==> config.mk <==
export PLATFORM = sky130hd
export DESIGN_NAME = dss_ctrl
export DESIGN_NICKNAME = d
export VERILOG_FILES = /design/src/sv/dss_pkg.sv /design/src/sv/dss_ctrl.sv
export SDC_FILE = /design/constraint.sdc
export NUM_CORES = 1
export LEC_CHECK = 0
export BUFFER_PORTS_ARGS = -buffer_cell sky130_fd_sc_hd__buf_2
export CAP_MARGIN = 5
export CORE_MARGIN = 2
export CORE_UTILIZATION = 64
export DETAILED_ROUTE_END_ITERATION = 16
export GPL_ROUTABILITY_DRIVEN = 0
export MAX_ROUTING_LAYER = met4
export PLACE_DENSITY = 0.92
export RECOVER_POWER = 50
export REMOVE_ABC_BUFFERS = 1
export SYNTH_ARGS = -nofsm -noshare
export SYNTH_HDL_FRONTEND = slang
export SYNTH_SLANG_ARGS = --single-unit
==> constraint.sdc <==
create_clock -name clk -period 7.2 [get_ports clk]
set_input_delay 1.8 -clock clk [delete_from_list [all_inputs] [get_ports clk]]
set_output_delay 1.8 -clock clk [all_outputs]
set_load 0.01 [all_outputs]
==> src/sv/dss_pkg.sv <==
// Package for the damped spring stepper: payload structs, micro-op codes,
// the step micro-program and fixed-point constants. No dependencies.
`timescale 1ns / 1ps
package dss_pkg;

  localparam int FRAC_BITS = 16;

  localparam logic [31:0] TWO_PI_Q28 = 32'd1686629713;
  localparam logic [15:0] DT_MAX     = 16'd6554;
  localparam logic [23:0] RESP_MIN   = 24'd7;
  localparam logic [32:0] SETTLE_POS = 33'(((64'd1 << FRAC_BITS) * 2 + 500) / 1000);
  localparam logic [32:0] SETTLE_VEL = 33'(((64'd1 << FRAC_BITS) * 2 + 50) / 100);

  localparam logic [1:0] FUNC_STEP     = 2'd0;
  localparam logic [1:0] FUNC_RETARGET = 2'd1;
  localparam logic [1:0] FUNC_SET      = 2'd2;
  localparam logic [1:0] FUNC_KICK     = 2'd3;

  localparam logic [1:0] REG_DAMPING  = 2'd0;
  localparam logic [1:0] REG_RESPONSE = 2'd1;

  typedef struct packed {
    logic        [1:0]  func;
    logic        [15:0] dt;
    logic signed [31:0] operand;
  } dss_in_t;

  typedef struct packed {
    logic signed [31:0] position;
    logic signed [31:0] speed;
    logic               settled;
  } dss_out_t;

  typedef logic [4:0] dss_op_t;

  localparam dss_op_t OP_NONE      = 5'd0;
  localparam dss_op_t OP_APPLY     = 5'd1;
  localparam dss_op_t OP_RESULT    = 5'd2;
  localparam dss_op_t OP_ZERO      = 5'd3;
  localparam dss_op_t OP_ACC       = 5'd4;
  localparam dss_op_t OP_MUL_TP    = 5'd5;
  localparam dss_op_t OP_DIVA_INIT = 5'd6;
  localparam dss_op_t OP_DIVA_STEP = 5'd7;
  localparam dss_op_t OP_MUL_AA0   = 5'd8;
  localparam dss_op_t OP_MUL_AA1   = 5'd9;
  localparam dss_op_t OP_MUL_AA2   = 5'd10;
  localparam dss_op_t OP_ST_A2     = 5'd11;
  localparam dss_op_t OP_MUL_ZA0   = 5'd12;
  localparam dss_op_t OP_MUL_ZA1   = 5'd13;
  localparam dss_op_t OP_ST_DEN0   = 5'd14;
  localparam dss_op_t OP_MUL_DH0   = 5'd15;
  localparam dss_op_t OP_MUL_DH1   = 5'd16;
  localparam dss_op_t OP_MUL_DH2   = 5'd17;
  localparam dss_op_t OP_ST_DEN    = 5'd18;
  localparam dss_op_t OP_MUL_VH    = 5'd19;
  localparam dss_op_t OP_ST_T1     = 5'd20;
  localparam dss_op_t OP_MUL_T20   = 5'd21;
  localparam dss_op_t OP_MUL_T21   = 5'd22;
  localparam dss_op_t OP_MUL_T22   = 5'd23;
  localparam dss_op_t OP_COMBINE   = 5'd24;
  localparam dss_op_t OP_OVF       = 5'd25;
  localparam dss_op_t OP_DIVQ_STEP = 5'd26;
  localparam dss_op_t OP_VEL       = 5'd27;
  localparam dss_op_t OP_MUL_PH    = 5'd28;
  localparam dss_op_t OP_POS       = 5'd29;

  localparam int DIVA_STEPS = 48;
  localparam int DIVQ_STEPS = 33;
  localparam logic [5:0] PROG_LAST = 6'd40;

  typedef struct packed {
    dss_op_t op;
  } dss_cmd_t;

  typedef struct packed {
    logic out_busy;
  } dss_status_t;

  // Micro-program of one step command.
  function automatic dss_op_t prog_op(input logic [5:0] pc);
    dss_op_t op;
    unique case (pc)
      6'd0:  op = OP_ZERO;
      6'd1:  op = OP_MUL_TP;
      6'd2:  op = OP_ACC;
      6'd3:  op = OP_DIVA_INIT;
      6'd4:  op = OP_DIVA_STEP;
      6'd5:  op = OP_ZERO;
      6'd6:  op = OP_MUL_AA0;
      6'd7:  op = OP_ACC;
      6'd8:  op = OP_MUL_AA1;
      6'd9:  op = OP_ACC;
      6'd10: op = OP_ACC;
      6'd11: op = OP_MUL_AA2;
      6'd12: op = OP_ACC;
      6'd13: op = OP_ST_A2;
      6'd14: op = OP_MUL_ZA0;
      6'd15: op = OP_ACC;
      6'd16: op = OP_MUL_ZA1;
      6'd17: op = OP_ACC;
      6'd18: op = OP_ST_DEN0;
      6'd19: op = OP_MUL_DH0;
      6'd20: op = OP_ACC;
      6'd21: op = OP_MUL_DH1;
      6'd22: op = OP_ACC;
      6'd23: op = OP_MUL_DH2;
      6'd24: op = OP_ACC;
      6'd25: op = OP_ST_DEN;
      6'd26: op = OP_MUL_VH;
      6'd27: op = OP_ACC;
      6'd28: op = OP_ST_T1;
      6'd29: op = OP_MUL_T20;
      6'd30: op = OP_ACC;
      6'd31: op = OP_MUL_T21;
      6'd32: op = OP_ACC;
      6'd33: op = OP_MUL_T22;
      6'd34: op = OP_ACC;
      6'd35: op = OP_COMBINE;
      6'd36: op = OP_OVF;
      6'd37: op = OP_DIVQ_STEP;
      6'd38: op = OP_VEL;
      6'd39: op = OP_MUL_PH;
      6'd40: op = OP_POS;
      default: op = OP_NONE;
    endcase
    return op;
  endfunction

endpackage

==> src/sv/dss_ctrl.sv <==
// Controller of the damped spring stepper: sequences the micro-program.
// Depends on dss_pkg.
`timescale 1ns / 1ps
module dss_ctrl import dss_pkg::*; (
  input  logic        clk,
  input  logic        rst_n,
  input  logic        accept,
  input  logic [1:0]  func,
  input  logic        dt_zero,
  input  dss_status_t status,
  output logic        busy,
  output dss_cmd_t    cmd
);

  localparam logic [1:0] S_IDLE  = 2'd0;
  localparam logic [1:0] S_APPLY = 2'd1;
  localparam logic [1:0] S_RUN   = 2'd2;
  localparam logic [1:0] S_OUT   = 2'd3;

  logic [1:0] state_r, state_nxt;
  logic [5:0] pc_r, pc_nxt;
  logic [5:0] cnt_r, cnt_nxt;
  dss_op_t    op;

  assign busy = (state_r != S_IDLE);
  assign op   = prog_op(pc_r);

  always_comb begin
    state_nxt = state_r;
    pc_nxt    = pc_r;
    cnt_nxt   = cnt_r;
    cmd.op    = OP_NONE;
    unique case (state_r)
      S_IDLE: begin
        if (accept) begin
          pc_nxt  = '0;
          cnt_nxt = '0;
          if (func != FUNC_STEP) begin
            state_nxt = S_APPLY;
          end else if (dt_zero) begin
            state_nxt = S_OUT;
          end else begin
            state_nxt = S_RUN;
          end
        end
      end
      S_APPLY: begin
        cmd.op    = OP_APPLY;
        state_nxt = S_OUT;
      end
      S_RUN: begin
        cmd.op = op;
        if (op == OP_DIVA_STEP && cnt_r != 6'(DIVA_STEPS - 1)) begin
          cnt_nxt = cnt_r + 6'd1;
        end else if (op == OP_DIVQ_STEP && cnt_r != 6'(DIVQ_STEPS - 1)) begin
          cnt_nxt = cnt_r + 6'd1;
        end else begin
          cnt_nxt = '0;
          if (pc_r == PROG_LAST) begin
            state_nxt = S_OUT;
          end else begin
            pc_nxt = pc_r + 6'd1;
          end
        end
      end
      S_OUT: begin
        if (!status.out_busy) begin
          cmd.op    = OP_RESULT;
          state_nxt = S_IDLE;
        end
      end
      default: state_nxt = S_IDLE;
    endcase
  end

  always_ff @(posedge clk) begin
    if (!rst_n) begin
      state_r <= S_IDLE;
      pc_r    <= '0;
      cnt_r   <= '0;
    end else begin
      state_r <= state_nxt;
      pc_r    <= pc_nxt;
      cnt_r   <= cnt_nxt;
    end
  end

endmodule

==> run_results.csv <==
group,metric,value,unit
finish,layout-area-overhead-vs-synth,5.453,%
worst_setup_path,crit_type,"primary input to flip-flop",
floorplan,fp.dieW,54.45,um
sta,setup_viol,0,
sta,finalWorstPathRequiredPeriod,4.510,ns
clock_network,cts.sinks,19,
sta,max-slew-margin-rel,0.4668,
logic_synthesis,post_synth_instance_area,0.001629,sq mm
detailed_routing,drt_drc_violations_left,0,
floorplan,top_level_ports,13,
logic_synthesis,postSynth.asyncResetShare,0,
detailed_routing,number_of_drc_markers_after_the_initial_detailed_route_iteration,89,
sta,report.final.slew_viol_count,0,
worst_setup_path,worst-r2r-setup-slack,3.41,ns
floorplan,placeableCoreArea,0.002455,sq mm
worst_setup_path,cp_data_required_time,7.39,ns
clock_network,clock_tree_from_tritoncts,"built",
logic_synthesis,yosys_most_used_dff,"sky130_fd_sc_hd__dfxtp_1",
global_routing,grt_antenna_before_repair,0,
worst_setup_path,worstSetupPathDepth,12,
power_and_ir_drop,internal_power,219.8,uW
clock_network,clock_input_transition_at_the_sequential_cells_of_the_worst_setup_and_hold_paths,0.11,ns
run,drv.max_cap_violation_count,0,
worst_setup_path,path_delay_family,"simple AND/OR/NAND/NOR gates",
logic_synthesis,syn-mean-instance-area,7.986,sq um
worst_setup_path,crit_arrival,4.70,ns
clock_network,cts_resized,0,
sta,finalHoldViolations,0,
placed_design,placement_cell_area,0.001712,sq mm
clock_network,htree_depth,1,
worst_setup_path,max_stage_delay,0.60,ns
logic_synthesis,netlist.area_leader.share,0.2335,
status,status,"finished, final reports clean",
logic_synthesis,post_synth_inst_count,204,
logic_synthesis,synthDominantAreaCellType,"sky130_fd_sc_hd__dfxtp_1",
detailed_routing,drt_pre_antenna_iters,5,
sta,fin_skew,0.005203,ns
sta,worst-slew-pin-transition,0.7954,ns
detailed_routing,avgViaCountPerCell,6.275,
global_routing,grt_start_max_net_pins,14,
worst_setup_path,capturing_point_of_the_worst_reg2reg_path,"op[2]",
finish,finalCoreUtilization,0.6998,
global_routing,grt.total_usage,0.2887,
finish,num_antenna_cells,0,
worst_setup_path,crit_end,"op[2]",
logic_synthesis,proportion_of_synthesized_chip_area_in_sequential_cells,0.2335,
power_and_ir_drop,netSwitchingPower,178.9,uW
placed_design,portBuffers,12,
detailed_routing,wire_per_inst,15.01,um
sta,min_period_over_period,0.6264,
power_and_ir_drop,pwr-share-seq,0.334,
worst_setup_path,critPathLaunchType,"primary input",
sta,final_critical_path_setup_slack,2.690,ns
finish,num-nets-final,240,
worst_setup_path,critical_path.endpoint_type,"flip-flop",
logic_synthesis,netlist_top_cells_area,"sky130_fd_sc_hd__dfxtp_1 (23%), sky130_fd_sc_hd__ha_1 (12%), sky130_fd_sc_hd__nand3_1 (4.9%), sky130_fd_sc_hd__o21ai_0 (3.7%), sky130_fd_sc_hd__inv_1 (3.7%)",
placed_design,hpwl,2835,um
detailed_routing,vias,1550,
floorplan,placementRows,18,
finish,finalInstanceArea,0.001718,sq mm
detailed_routing,route.final.wire_length,3708,um
logic_synthesis,yosys_register_bits,19,
floorplan,start_util,0.6636,
worst_setup_path,worstPathBufferInverterCount,2,
clock_network,cts.repair_timing.setup_buffer_count,0,
detailed_routing,drt.antenna.violating_nets,0,
sta,clock.fmax,221.7,MHz
clock_network,cts_root_buf,"sky130_fd_sc_hd__clkbuf_4",
floorplan,die_height,54.45,um
worst_setup_path,r2r_cells,13,
logic_synthesis,synth_enable_flop_cells,0,
clock_network,cts_bufs_inserted,3,
finish,n_fill_cell,197,
global_routing,grt_pass1_vias,1365,
power_and_ir_drop,pwr-share-clk,0.136,
sta,total_negative_setup_slack,0,ns
worst_setup_path,cpMaxStageDelayCell,"sky130_fd_sc_hd__nor3_1",
floorplan,design.die.area,0.002965,sq mm
clock_network,clk_path_buf_depth,2,
placed_design,dp_worst_setup_slack,2.860,ns
power_and_ir_drop,switching_share,0.4487,
finish,layout_cells_sized_above_1,0.1152,
worst_setup_path,crit_chain,"clkbuf_1 -> mux2_1 -> o21ai_0 -> nor3_1 -> xnor2_1 -> nor2_1 -> inv_1 -> ha_1 -> a31oi_1 -> or3_1 -> a21oi_1 -> a221o_1",
clock_network,clk_latency,0.30,ns
worst_setup_path,reg2reg_from,"state_r[0]",
clock_network,cts_hold_repair.buffers,0,
hold_path,whs_path_depth,2,
power_and_ir_drop,vdd_ir_drop_max,0.0002374,V
hold_path,hold_path.class,"flip-flop to flip-flop",
global_routing,overflow,0,
worst_setup_path,worst_setup_path_startpoint,"accept",
sta,rsz0062_at_grt,"no",
power_and_ir_drop,combPwrFrac,0.530,
logic_synthesis,synth.yosys.warnings,0,
global_routing,grt_pass1_wl,5989,um
sta,fin_hold_ws,0.5104,ns
worst_setup_path,crit_path_max_fanout,6,
power_and_ir_drop,power.density_cell_area,232.1,mW/mm^2
power_and_ir_drop,static-leakage-power,0.0007368,uW
logic_synthesis,synth.distinct_cells,57,
==> cells in the final DEF, fill, tap and decap left out, types with 3 or more instances in the layout <==
| cell | synthesis | final |
|---|---|---|
| sky130_fd_sc_hd__dfxtp_1 | 19 | 19 |
| sky130_fd_sc_hd__inv_1 | 16 | 16 |
| sky130_fd_sc_hd__nor2_1 | 16 | 16 |
| sky130_fd_sc_hd__nand3_1 | 16 | 16 |
| sky130_fd_sc_hd__nand2_1 | 15 | 15 |
| sky130_fd_sc_hd__ha_1 | 15 | 15 |
| sky130_fd_sc_hd__o21ai_0 | 12 | 12 |
| sky130_fd_sc_hd__a21oi_1 | 11 | 12 |
| sky130_fd_sc_hd__buf_2 | 0 | 11 |
| sky130_fd_sc_hd__nor3_1 | 5 | 6 |
| sky130_fd_sc_hd__and2_1 | 6 | 6 |
| sky130_fd_sc_hd__xnor2_1 | 4 | 4 |
| sky130_fd_sc_hd__o211ai_1 | 4 | 4 |
| sky130_fd_sc_hd__nor2b_1 | 4 | 4 |
| sky130_fd_sc_hd__a211oi_1 | 4 | 4 |
| sky130_fd_sc_hd__a31oi_1 | 3 | 3 |
| sky130_fd_sc_hd__a21boi_0 | 3 | 3 |
| sky130_fd_sc_hd__nand2b_1 | 3 | 3 |
| sky130_fd_sc_hd__clkbuf_4 | 0 | 3 |
==> synthesized netlist by cell type, types with 4 or more instances <==
| master | count |
|---|---|
| sky130_fd_sc_hd__dfxtp_1 | 19 |
| sky130_fd_sc_hd__inv_1 | 16 |
| sky130_fd_sc_hd__nand3_1 | 16 |
| sky130_fd_sc_hd__nor2_1 | 16 |
| sky130_fd_sc_hd__ha_1 | 15 |
| sky130_fd_sc_hd__nand2_1 | 15 |
| sky130_fd_sc_hd__o21ai_0 | 12 |
| sky130_fd_sc_hd__a21oi_1 | 11 |
| sky130_fd_sc_hd__and2_1 | 6 |
| sky130_fd_sc_hd__nor3_1 | 5 |
| sky130_fd_sc_hd__a211oi_1 | 4 |
| sky130_fd_sc_hd__nor2b_1 | 4 |
| sky130_fd_sc_hd__o211ai_1 | 4 |
| sky130_fd_sc_hd__xnor2_1 | 4 |
==> routing by layer <==
layer / global-route usage / wire [um] / up-vias
met5: - / 0 / -
met4: 0.1208 / 68 / 0
met3: 0.03279 / 250 / 8
met2: 0.4659 / 1763 / 62
met1: 0.3650 / 1625 / 716
li1: - / - / 764
==> tightest hold or removal path: cells and delay by family (launching register included) <==
family	cells	cell delay, ns
AOI/OAI and AO/OA	1	0.06
and+or+nand+nor	1	0.06
DFF	1	0.35
==> final cells by class <==
cell class	instances	area (sq um)	area share
well taps	30	37.54	0.02185
flip-flops and latches	19	380.4	0.2214
repair buffers	12	58.81	0.03423
multi-input cells	164	1135	0.6606
clock buffers	4	26.28	0.01529
inverters	18	80.08	0.04661
==> power by group through the flow <==
| stage | clock, uW | sequential (uW) | combinational [uW] |
|---|---|---|---|
| 3_3_place_gp | 0 | 135 | 208 |
| 4_1_cts | 56.0 | 133 | 216 |
| 2_1_floorplan | 0 | 131 | 166 |
| 3_5_place_dp | 0 | 135 | 214 |
| 6_report | 54.3 | 133 | 211 |
| 5_1_grt | 58.4 | 135 | 238 |
==> cells by family (layout without fill, tap and decap cells) <==
logic type	after synthesis	after routing	share of synthesized area
muxes	3	3	0.02150
and+or+nand+nor	84	84	0.2934
adders and majority gates	15	15	0.1152
DFF	19	19	0.2335
xor gates and xnor gates	6	6	0.03226
AOI/OAI and AO/OA	56	56	0.2458
buffers and inverters	21	34	0.05838
==> how the worst min path moves through the flow <==
stage                 endpoint  startpoint  slack [ns]
floorplan           state_r[0]  state_r[0]        0.46
global placement    state_r[0]  state_r[0]        0.48
detailed placement  state_r[0]  state_r[0]        0.50
CTS                 state_r[0]  state_r[0]        0.52
global route        state_r[0]  state_r[0]        0.55
finish              state_r[0]  state_r[0]        0.51
==> stage by stage <==
step                      power (uW)  instances
after floorplan                297.8        201
after detailed placement       349.1        243
after CTS                      404.5        247
final                          398.7        247
after global routing           431.3        247
after global placement         343.7        243
==> state kept, by name (all words and copies together) (netlist names) <==
register  flops
state_r       2
op            5
pc_r          6
cnt_r         6
No activity file was read; power rests on OpenSTA's default activity.
